`config.mk`:
```
export PLATFORM = sky130hd
export DESIGN_NAME = parallel_led_strand_bit_encoder
export DESIGN_NICKNAME = d
export VERILOG_FILES = /design/src/rtl/ples_pkg.sv /design/src/rtl/ples_lane.sv /design/src/rtl/ples_merge.sv /design/src/rtl/parallel_led_strand_bit_encoder.sv
export SDC_FILE = /design/constraint.sdc
export NUM_CORES = 1
export LEC_CHECK = 0
export BUFFER_PORTS_ARGS = -buffer_cell sky130_fd_sc_hd__buf_4
export CORE_MARGIN = 4
export CORE_UTILIZATION = 40
export CTS_BUF_LIST = sky130_fd_sc_hd__clkbuf_8
export CTS_CLUSTER_SIZE = 16
export DETAILED_ROUTE_END_ITERATION = 10
export MAX_ROUTING_LAYER = met4
export PLACE_DENSITY = 0.76
export REMOVE_ABC_BUFFERS = 1
export SKIP_CTS_REPAIR_TIMING = 1
export SLEW_MARGIN = 20
export SYNTH_ARGS = -nofsm -noshare
export SYNTH_HDL_FRONTEND = slang
export SYNTH_HIERARCHICAL = 1
export SYNTH_SLANG_ARGS = --single-unit
```
`constraint.sdc`:
```
create_clock -name clk -period 5.76 [get_ports clk]
set_clock_uncertainty 0.2 [all_clocks]
set_input_delay 1.152 -clock clk [delete_from_list [all_inputs] [get_ports clk]]
set_output_delay 1.152 -clock clk [all_outputs]
set_load 0.01 [all_outputs]
```
`src/rtl/ples_pkg.sv`:
```
package ples_pkg;

	// Lanes that are actually built; the ports always carry eight
	localparam int MAX_LANES = 8;
	localparam int LANES = 8;
	localparam logic [MAX_LANES-1:0] LANE_LIMIT = MAX_LANES'((1 << LANES) - 1);

	localparam int BYTE_BITS = 8;
	localparam int COLOR_W = 24;
	localparam int HOLD_W = 16;
	localparam int BIT_IDX_W = $clog2(BYTE_BITS);

	// Byte selector codes
	localparam logic [1:0] SEL_GREEN = 2'd0;
	localparam logic [1:0] SEL_RED = 2'd1;
	localparam logic [1:0] SEL_BLUE = 2'd2;

	// Configuration register indexes
	localparam int CFG_IDX_W = 3;
	localparam logic [CFG_IDX_W-1:0] REG_LANE_MASK = 3'd0;
	localparam logic [CFG_IDX_W-1:0] REG_LEAD = 3'd1;
	localparam logic [CFG_IDX_W-1:0] REG_DATA = 3'd2;
	localparam logic [CFG_IDX_W-1:0] REG_TAIL = 3'd3;

	localparam logic [MAX_LANES-1:0] RST_LANE_MASK = 8'hFF;
	localparam logic [HOLD_W-1:0] RST_LEAD = 16'd18;
	localparam logic [HOLD_W-1:0] RST_DATA = 16'd43;
	localparam logic [HOLD_W-1:0] RST_TAIL = 16'd62;

	typedef enum logic [1:0] {
		PH_LEAD = 2'd0,
		PH_DATA = 2'd1,
		PH_TAIL = 2'd2
	} phase_t;

	typedef struct packed {
		logic [COLOR_W-1:0] lane0_color;
		logic [COLOR_W-1:0] lane1_color;
		logic [COLOR_W-1:0] lane2_color;
		logic [COLOR_W-1:0] lane3_color;
		logic [COLOR_W-1:0] lane4_color;
		logic [COLOR_W-1:0] lane5_color;
		logic [COLOR_W-1:0] lane6_color;
		logic [COLOR_W-1:0] lane7_color;
		logic [1:0] byte_sel;
	} in_item_t;

	typedef struct packed {
		logic [MAX_LANES-1:0] pins;
		logic [HOLD_W-1:0] hold_cycles;
		logic [1:0] phase;
		logic last;
	} out_item_t;

	typedef struct packed {
		logic [MAX_LANES-1:0] lane_mask;
		logic [HOLD_W-1:0] lead_cycles;
		logic [HOLD_W-1:0] data_cycles;
		logic [HOLD_W-1:0] tail_cycles;
	} cfg_t;

	// Sequencer position handed to the merge stage
	typedef struct packed {
		phase_t phase;
		logic last;
	} seq_t;

	// Lane register controls
	typedef struct packed {
		logic load;
		logic shift;
	} lane_ctl_t;

endpackage

```
`src/rtl/ples_lane.sv`:
```
module ples_lane (
	input logic clk,
	input logic [ples_pkg::COLOR_W-1:0] color,
	input logic [1:0] byte_sel,
	input ples_pkg::lane_ctl_t ctl,
	output logic bit_out
);

	logic [ples_pkg::BYTE_BITS-1:0] byte_q;
	logic [ples_pkg::BYTE_BITS-1:0] picked;

	always_comb begin
		unique case (byte_sel)
			ples_pkg::SEL_GREEN: picked = color[15:8];
			ples_pkg::SEL_RED: picked = color[23:16];
			ples_pkg::SEL_BLUE: picked = color[7:0];
			default: picked = '0;
		endcase
	end

	// Load on a new item, else advance MSB first after each tail beat
	always_ff @(posedge clk) begin
		if (ctl.load) begin
			byte_q <= picked;
		end else if (ctl.shift) begin
			byte_q <= {byte_q[ples_pkg::BYTE_BITS-2:0], 1'b0};
		end
	end

	assign bit_out = byte_q[ples_pkg::BYTE_BITS-1];

endmodule

```
`src/rtl/ples_merge.sv`:
```
module ples_merge (
	input logic [ples_pkg::MAX_LANES-1:0] lane_bits,
	input ples_pkg::cfg_t cfg,
	input ples_pkg::seq_t seq,
	output ples_pkg::out_item_t result
);

	logic [ples_pkg::MAX_LANES-1:0] enabled;
	logic [ples_pkg::HOLD_W-1:0] hold_raw;

	assign enabled = cfg.lane_mask & ples_pkg::LANE_LIMIT;

	always_comb begin
		result = '0;
		hold_raw = cfg.lead_cycles;
		unique case (seq.phase)
			ples_pkg::PH_LEAD: begin
				result.pins = enabled;
				hold_raw = cfg.lead_cycles;
			end
			ples_pkg::PH_DATA: begin
				result.pins = lane_bits & enabled;
				hold_raw = cfg.data_cycles;
			end
			ples_pkg::PH_TAIL: begin
				result.pins = '0;
				hold_raw = cfg.tail_cycles;
			end
			default: begin
				result.pins = '0;
				hold_raw = cfg.lead_cycles;
			end
		endcase
		// a zero hold value is raised to one
		result.hold_cycles = (hold_raw == '0) ? ples_pkg::HOLD_W'(1) : hold_raw;
		result.phase = seq.phase;
		result.last = seq.last;
	end

endmodule

```
`src/rtl/parallel_led_strand_bit_encoder.sv`:
```
// Start is taken while not busy; the sequencer then goes active, the merge
// forms each phase beat combinationally and the output register puts it on
// result with strobe. Throughput: 24 phase beats per item, one per cycle,
// set by three phases for each of the eight bits; a new item is taken in the
// cycle the previous item's final tail beat is registered, with no gap.
// Reset: sequencer idle, no strobe, lane mask and timing registers at their
// defaults. The receiver cannot stall; every beat stands for exactly one cycle.
module parallel_led_strand_bit_encoder (
	input logic clk,
	input logic arst_n,
	input logic start,
	output logic busy,
	input ples_pkg::in_item_t item,
	output logic strobe,
	output ples_pkg::out_item_t result,
	input logic cfg_valid,
	output logic cfg_ready,
	input logic [ples_pkg::CFG_IDX_W-1:0] cfg_index,
	input logic [ples_pkg::HOLD_W-1:0] cfg_data
);

	ples_pkg::cfg_t cfg_q;
	logic active_q;
	logic [ples_pkg::BIT_IDX_W-1:0] bit_q;
	ples_pkg::phase_t phase_q;
	logic strobe_q;
	ples_pkg::out_item_t result_q;

	logic accept;
	logic final_beat;
	ples_pkg::lane_ctl_t lane_ctl;
	ples_pkg::seq_t seq;
	ples_pkg::out_item_t merged;
	logic [ples_pkg::MAX_LANES-1:0] lane_bits;
	logic [ples_pkg::COLOR_W-1:0] colors [ples_pkg::MAX_LANES];

	// Take configuration only while idle and no item is being offered, so a
	// write never lands inside an item or at the edge that takes one
	assign cfg_ready = !active_q && !start;

	always_ff @(posedge clk or negedge arst_n) begin
		if (!arst_n) begin
			cfg_q.lane_mask <= ples_pkg::RST_LANE_MASK;
			cfg_q.lead_cycles <= ples_pkg::RST_LEAD;
			cfg_q.data_cycles <= ples_pkg::RST_DATA;
			cfg_q.tail_cycles <= ples_pkg::RST_TAIL;
		end else if (cfg_valid && cfg_ready) begin
			unique case (cfg_index)
				ples_pkg::REG_LANE_MASK:
					cfg_q.lane_mask <= cfg_data[ples_pkg::MAX_LANES-1:0];
				ples_pkg::REG_LEAD: cfg_q.lead_cycles <= cfg_data;
				ples_pkg::REG_DATA: cfg_q.data_cycles <= cfg_data;
				ples_pkg::REG_TAIL: cfg_q.tail_cycles <= cfg_data;
				default: ;
			endcase
		end
	end

	// The final tail beat of the eighth bit frees the lanes this cycle
	assign final_beat = active_q && (phase_q == ples_pkg::PH_TAIL)
		&& (bit_q == ples_pkg::BIT_IDX_W'(ples_pkg::BYTE_BITS - 1));
	assign busy = active_q && !final_beat;
	assign accept = start && !busy;

	assign lane_ctl.load = accept;
	assign lane_ctl.shift = active_q && (phase_q == ples_pkg::PH_TAIL);

	assign seq.phase = phase_q;
	assign seq.last = final_beat;

	assign colors[0] = item.lane0_color;
	assign colors[1] = item.lane1_color;
	assign colors[2] = item.lane2_color;
	assign colors[3] = item.lane3_color;
	assign colors[4] = item.lane4_color;
	assign colors[5] = item.lane5_color;
	assign colors[6] = item.lane6_color;
	assign colors[7] = item.lane7_color;

	// One lane per built strand; strands past LANES stay low
	for (genvar k = 0; k < ples_pkg::MAX_LANES; k++) begin : g_lane
		if (k < ples_pkg::LANES) begin : g_on
			ples_lane u_lane (
				.clk(clk),
				.color(colors[k]),
				.byte_sel(item.byte_sel),
				.ctl(lane_ctl),
				.bit_out(lane_bits[k])
			);
		end else begin : g_off
			assign lane_bits[k] = 1'b0;
		end
	end

	ples_merge u_merge (
		.lane_bits(lane_bits),
		.cfg(cfg_q),
		.seq(seq),
		.result(merged)
	);

	// Sequencer: lead, data, tail for each of the eight bits
	always_ff @(posedge clk or negedge arst_n) begin
		if (!arst_n) begin
			active_q <= 1'b0;
			bit_q <= '0;
			phase_q <= ples_pkg::PH_LEAD;
			strobe_q <= 1'b0;
		end else begin
			strobe_q <= active_q;
			if (accept) begin
				active_q <= 1'b1;
				bit_q <= '0;
				phase_q <= ples_pkg::PH_LEAD;
			end else if (active_q) begin
				unique case (phase_q)
					ples_pkg::PH_LEAD: phase_q <= ples_pkg::PH_DATA;
					ples_pkg::PH_DATA: phase_q <= ples_pkg::PH_TAIL;
					default: begin
						phase_q <= ples_pkg::PH_LEAD;
						bit_q <= bit_q + 1'b1;
						if (final_beat) begin
							active_q <= 1'b0;
						end
					end
				endcase
			end
		end
	end

	// Register each beat in the output register while the sequencer is active
	always_ff @(posedge clk) begin
		if (active_q) begin
			result_q <= merged;
		end
	end

	assign strobe = strobe_q;
	assign result = result_q;

	a_accept_runs: assert property (@(posedge clk) disable iff (!arst_n)
		accept |=> active_q && phase_q == ples_pkg::PH_LEAD && bit_q == '0)
		else $error("accepted item did not start at the first lead phase");

	a_beat_follows: assert property (@(posedge clk) disable iff (!arst_n)
		active_q |=> strobe_q)
		else $error("active phase produced no beat");

	a_last_tail: assert property (@(posedge clk) disable iff (!arst_n)
		strobe_q && result_q.last |-> result_q.phase == ples_pkg::PH_TAIL
			&& result_q.pins == '0)
		else $error("last beat is not a low tail");

	a_data_masked: assert property (@(posedge clk) disable iff (!arst_n)
		strobe_q && result_q.phase == ples_pkg::PH_DATA
			|-> (result_q.pins & ~(cfg_q.lane_mask & ples_pkg::LANE_LIMIT)) == '0)
		else $error("data beat drives a disabled lane");

	a_hold_nonzero: assert property (@(posedge clk) disable iff (!arst_n)
		strobe_q |-> result_q.hold_cycles != '0)
		else $error("beat with zero hold time");

endmodule
```
==> results of run 1 <==
-- per-layer routing --
| layer | wire length [um] | part of all wire, % |
|---|---|---|
| met1 | 8074 | 43 |
| met3 | 1235 | 6.5 |
| met4 | 201 | 1.1 |
| met2 | 9444 | 50 |
| met5 | 0 | 0 |
-- final timing paths --
kind	start	endpoint	slack [ps]	cells after the start
setup / recovery	bit_q[0]$_DFFE_PN0P_	busy	2740	5
hold / removal	cfg_q[0]$_DFFE_PN0P_	cfg_q[0]$_DFFE_PN0P_	300	1
setup reg to reg	phase_q[1]$_DFFE_PN0P_	result[3]$_DFFE_PP_	2790	6
hold reg to reg	cfg_q[0]$_DFFE_PN0P_	cfg_q[0]$_DFFE_PN0P_	300	1
max in group asynchronous	arst_n	cfg_q[32]$_DFFE_PN0P_	4230	1
min in group asynchronous	arst_n	cfg_q[9]$_DFFE_PN0P_	590	1
-- placed cells by master, fill, tap and decap left out, types with 2 or more instances in the layout --
cell,synthesis,routed
a22oi_2,5,5
o21ai_0,2,2
a22oi_1,10,10
nand3_1,2,2
bufinv_16,0,3
o211ai_1,56,56
nand3b_1,65,65
mux2_2,46,46
mux2_1,10,10
clkbuf_8,0,22
clkinv_4,0,2
nand3b_2,2,2
a21oi_1,24,24
nand2_1,9,9
mux2i_1,64,64
dfstp_2,19,19
dfrtp_1,44,44
or2_2,9,9
nor4_2,2,2
edfxtp_1,91,91
o21ai_1,8,8
buf_4,4,254
nor2b_1,8,8
inv_1,3,8
ha_1,5,5
and2_1,9,9
o21a_1,56,56
nor2_1,19,19
-- synth_stat cells (2+ instances only) --
master,count,share of area (%)
nand3b_1,65,6.0
o21a_1,56,5.1
and2_1,9,0.69
mux2_1,10,1.4
mux2_2,46,6.3
buf_2,31,1.9
buf_8,8,1.5
a22oi_2,5,0.76
nand3b_2,2,0.27
buf_4,4,0.37
dfstp_2,19,6.1
inv_1,3,0.14
nor4_2,2,0.31
ha_1,5,0.76
or2_2,9,0.69
nand3_1,2,0.12
dfrtp_1,44,13
a22oi_1,10,0.92
mux2i_1,64,7.8
nand2_1,9,0.41
nor2_1,19,0.87
edfxtp_1,91,33
buf_6,12,1.6
nor2b_1,8,0.61
o211ai_1,56,5.1
a21oi_1,24,1.5
o21ai_0,2,0.12
o21ai_1,8,0.49
-- cell type report --
cell class / instances / area (um^2) / share of cell area [%]
flip-flops and latches: 154 / 4333 / 41.53
multi-input cells: 422 / 3416 / 32.74
repair buffers: 254 / 1907 / 18.28
well taps: 270 / 337.8 / 3.238
clock buffers: 22 / 302.8 / 2.902
clock inverters: 10 / 126.4 / 1.211
inverters: 3 / 11.26 / 0.1079
-- kinds of logic after synthesis --
kind of cell	Yosys count	synth area share, %
compound gates	165	14.57
xor+xnor	1	0.1069
fa+ha+maj	5	0.7636
buf+inv	59	5.559
flops	154	52.89
mux	120	15.52
simple gates	131	10.60
-- power breakdown --
group / switching [W] / internal, W
clock network: 0.000386 / 0.000481
registers: 0.0000945 / 0.00152
logic: 0.000561 / 0.000454
-- per-stage QoR --
step,hold slack (ps),setup WS [ps]
after global routing,310.1,2566
after global placement,269.0,2419
after floorplan,259.1,-3320
after detailed placement,278.8,2352
after CTS,297.6,2690
final,296.8,2740
-- flip-flops by register name, indices dropped and copies added (netlist names) --
name,cells
active_q,1
bit_q,3
cfg_q,56
g_lane.g_on.u_lane/byte_q,64
phase_q,2
result,27
strobe,1
==> impl_metrics.env, run 1 <==
export IMPL_syn_avg_cell_area_um2=12.90
export IMPL_ant_nets=0
export IMPL_num_nets_final=1074
export IMPL_cts_tree="yes"
export IMPL_ys_seq_area_share_pct=52.89
export IMPL_setup_tns_ps=0
export IMPL_crit_type="reg2out"
export IMPL_die_area_mm2=0.02284
export IMPL_initial_core_util_pct=40.62
export IMPL_grtUsageMet3_pct=4.189
export IMPL_synth_edf_count=91
export IMPL_grt_total_usage_pct=16.94
export IMPL_dpl_instance_area_mm2=0.01000
export IMPL_grt_overflow_total=0
export IMPL_grt_pass1_vias=5873
export IMPL_yosysWarnings=6
export IMPL_timing_hold_violations_final=0
export IMPL_fin_area_mm2=0.01043
export IMPL_maxSlewViolCount=0
export IMPL_grt_pass1_wl_um=29440
export IMPL_wire_per_inst_um=16.70
export IMPL_rows=52
export IMPL_synth_area_mm2=0.008193
export IMPL_slowest_stage="dfrtp_1"
export IMPL_grt_max_degree=93
export IMPL_holdCritPathClass="reg2reg"
export IMPL_antenna_found_initial=0
export IMPL_dp_hpwl_um=13720
export IMPL_floorplan_die_height_um=151.1
export IMPL_drive_gt1_share_pct=42.54
export IMPL_met2_usage_pct=27.42
export IMPL_drt_total_wl_um=18960
export IMPL_cp_common_cell="ha_1"
export IMPL_start_kind="register"
export IMPL_diodes=0
export IMPL_htreeDepth=4
export IMPL_fin_crit_sh_pct=52.43
export IMPL_detail_route_iter0_violations=247
export IMPL_critPathArrivalTime_ps=1670
export IMPL_area_delta_synth_final_pct=27.35
export IMPL_cp_slowest_stage_delay_ps=400
export IMPL_synthDistinctLibCells=40
export IMPL_rsz0062_at_grt="no"
export IMPL_power_density_mw_per_mm2=335.5
export IMPL_globalplace_congestion=0.8026
export IMPL_cp_max_fo=3
export IMPL_cts_root_buf="clkbuf_8"
export IMPL_maxCapViolations=0
export IMPL_post_route_util_pct=51.73
export IMPL_path_cells="ha_1 > ha_1 > nand3b_1 > and2_1 > buf_4"
export IMPL_critPathRequiredTime_ps=4410
export IMPL_fin_crit_ps=3020
export IMPL_die_w_um=151.1
export IMPL_cp_top_family="flip-flops"
export IMPL_busiest_layer="met2"
export IMPL_design_power_total_w=0.003501
export IMPL_p_leak_nw=4.458
export IMPL_clock_sinks=154
export IMPL_syn_inst=635
export IMPL_fin_cells=1135
export IMPL_met1_usage_pct=21.50
export IMPL_dr_pass1_iters=5
export IMPL_ios=247
export IMPL_clock_path_buffers=2
export IMPL_n_fill_cell=1834
export IMPL_crit_path_end_kind="primary output"
export IMPL_crit_buf_inv=1
export IMPL_ys_ff_latch=154
export IMPL_clk_latency_ps=440
export IMPL_core_mm2=0.02017
export IMPL_setup_viol=0
export IMPL_dp_cells=1103
export IMPL_fmax_ghz=0.3311
export IMPL_vias_per_cell=5.180
export IMPL_peakVddDrop_v=0.0001648
export IMPL_cts_buffers=17
export IMPL_portBuffers=246
export IMPL_maxSlewHeadroom_pct=30.58
export IMPL_status="finished, final reports clean"
export IMPL_clk_pin_slew_ps=80
export IMPL_num_vias=5879
export IMPL_async_flop_share_pct=40.91
export IMPL_ys_flop_type="edfxtp_1"
export IMPL_drc=0
export IMPL_worst_pin_slew_ps=1041
No activity file was read; power rests on OpenSTA's default activity.
==> run 2, diff against run 1 <==
--- a/config.mk
+++ b/config.mk
@@ -12,7 +12,7 @@
 export CTS_CLUSTER_SIZE = 16
 export DETAILED_ROUTE_END_ITERATION = 10
 export MAX_ROUTING_LAYER = met4
-export PLACE_DENSITY = 0.76
+export PLACE_DENSITY = 0.78
 export REMOVE_ABC_BUFFERS = 1
 export SKIP_CTS_REPAIR_TIMING = 1
 export SLEW_MARGIN = 20
==> constraint.sdc (replaced) <==
create_clock -name clk -period 2.7 [get_ports clk]
set_clock_uncertainty 0.2 [all_clocks]
set_input_delay 0.54 -clock clk [delete_from_list [all_inputs] [get_ports clk]]
set_output_delay 0.54 -clock clk [all_outputs]
set_load 0.01 [all_outputs]
==> impl_metrics.env, run 2 (synthesis results as in run 1) <==
export IMPL_status="complete, but fails checks"
export IMPL_violations="hold timing"
export IMPL_cts_root_buf="clkbuf_8"
export IMPL_cts_tree="yes"
export IMPL_die_w_um=151.1
export IMPL_drive_gt1_share_pct=43.49
export IMPL_maxCapViolations=0
export IMPL_fin_cells=1146
export IMPL_globalplace_congestion=0.8244
export IMPL_grt_total_usage_pct=16.80
export IMPL_die_area_mm2=0.02284
export IMPL_num_vias=5843
export IMPL_dp_cells=1114
export IMPL_ios=247
export IMPL_critPathArrivalTime_ps=1700
export IMPL_n_fill_cell=1800
export IMPL_maxSlewHeadroom_pct=47.61
export IMPL_area_delta_synth_final_pct=28.95
export IMPL_cts_buffers=17
export IMPL_mostFrequentLayoutCells="buf_4 (259), edfxtp_1 (91), nand3b_1 (65), mux2i_1 (64)"
export IMPL_fin_crit_ps=2440
export IMPL_fin_area_mm2=0.01057
export IMPL_portBuffers=246
export IMPL_holdCritPathClass="in2async"
export IMPL_design_power_total_w=0.007449
export IMPL_htreeDepth=4
export IMPL_cp_slowest_stage_delay_ps=400
export IMPL_num_nets_final=1085
export IMPL_clk_pin_slew_ps=70
export IMPL_clock_sinks=154
export IMPL_drc=0
export IMPL_dr_pass1_iters=4
export IMPL_whs_ps=-15.00
export IMPL_crit_path_end_kind="primary output"
export IMPL_p_leak_nw=4.516
export IMPL_grt_pass1_vias=5984
export IMPL_largest_reg_flops=64
export IMPL_peakVddDrop_v=0.0004912
export IMPL_ant_nets=0
export IMPL_critPathRequiredTime_ps=1960
export IMPL_cp_max_fo=3
export IMPL_clock_path_buffers=2
export IMPL_grt_overflow_total=0
export IMPL_path_cells="ha_1 > ha_1 > nand3b_1 > and2_1 > buf_4"
export IMPL_timing_hold_violations_final=7
export IMPL_rows=52
export IMPL_final_common_cell="buf_4"
export IMPL_power_density_mw_per_mm2=705.1
export IMPL_dp_hpwl_um=13980
export IMPL_reg2reg_from="phase_q[0]$_DFFE_PN0P_"
export IMPL_grt_pass1_wl_um=29460
export IMPL_floorplan_die_height_um=151.1
export IMPL_setup_viol=0
export IMPL_dpl_instance_area_mm2=0.01016
export IMPL_top_register="g_lane.g_on.u_lane/byte_q"
export IMPL_detail_route_iter0_violations=304
export IMPL_cp_common_cell="ha_1"
export IMPL_worst_pin_slew_ps=785.8
export IMPL_slowest_stage="dfrtp_1"
export IMPL_start_kind="register"
export IMPL_grt_max_degree=70
export IMPL_cp_startpoint="bit_q[0]$_DFFE_PN0P_"
export IMPL_wire_per_inst_um=16.40
export IMPL_fmax_ghz=0.4098
export IMPL_vias_per_cell=5.099
export IMPL_maxSlewViolCount=0
export IMPL_antenna_found_initial=0
export IMPL_clk_latency_ps=440
export IMPL_rsz0062_at_grt="no"
export IMPL_fin_crit_sh_pct=90.38
export IMPL_drt_total_wl_um=18800
export IMPL_initial_core_util_pct=40.62
export IMPL_diodes=0
export IMPL_crit_type="reg2out"
export IMPL_core_mm2=0.02017
-- run 2: cell count changes in the layout (fill, tap and decap cells not counted) --
cell,previous run,this run
buf_12,0,6
buf_4,254,259
clkbuf_8,22,18
clkinv_2,0,3
clkinv_4,2,0
clkinvlp_4,0,2
inv_1,8,6
inv_4,0,1
inv_6,0,2
-- run 2: path summary, 6_finish.rpt --
| path | end | slack [ps] | cells after the start |
|---|---|---|---|
| min in group clk | active_q$_DFF_PN0_ | 150 | 2 |
| setup reg to reg | result[3]$_DFFE_PP_ | 410 | 7 |
| hold reg to reg | cfg_q[7]$_DFFE_PN0P_ | 300 | 1 |
| setup / recovery | busy | 260 | 5 |
| max in group asynchronous | cfg_q[12]$_DFFE_PN0P_ | 1800 | 1 |
| hold / removal | cfg_q[9]$_DFFE_PN0P_ | -10 | 1 |
-- run 2: final cells by class --
| type | count | area, um^2 | area share, % |
|---|---|---|---|
| flip-flops and latches | 154 | 4333 | 41.01 |
| multi-input cells | 422 | 3416 | 32.33 |
| repair buffers | 265 | 2064 | 19.54 |
| well taps | 270 | 337.8 | 3.198 |
| clock buffers | 18 | 247.7 | 2.345 |
| clock inverters | 14 | 155.1 | 1.469 |
| inverters | 3 | 11.26 | 0.1066 |
-- run 2: power breakdown --
group	switching, W	internal [W]	total [W]	leakage, nW
clock	0.000840	0.000930	0.00177	0.213
combinational	0.00124	0.00101	0.00225	2.60
sequential	0.000179	0.00325	0.00343	1.70
total	0.00226	0.00519	0.00745	4.52
-- run 2: metal layers --
layer	wire (um)	vias up	global-route usage, %
met5	0	-	-
met4	212	0	4.714
met3	968	14	2.962
met2	9796	199	28.78
met1	7821	2760	20.51
li1	-	2870	-
-- run 2: worst max-delay path: cells and delay by family, from the launching register on --
kind | cells | cell delay [ps]
simple gates | 2 | 360
fa+ha+maj | 2 | 390
flops | 1 | 400
buf+inv | 1 | 120
-- run 2: per-stage QoR --
stage	hold WS (ps)	setup slack, ps	TNS (ps)	utilization [%]
finish	-15.00	259.7	0	52.38
global route	15.66	185.4	0	52.38
CTS	-7.234	218.0	0	52.38
detailed placement	281.0	414.7	0	50.38
global placement	268.3	444.3	0	50.38
floorplan	44.41	-6124	-782270	-
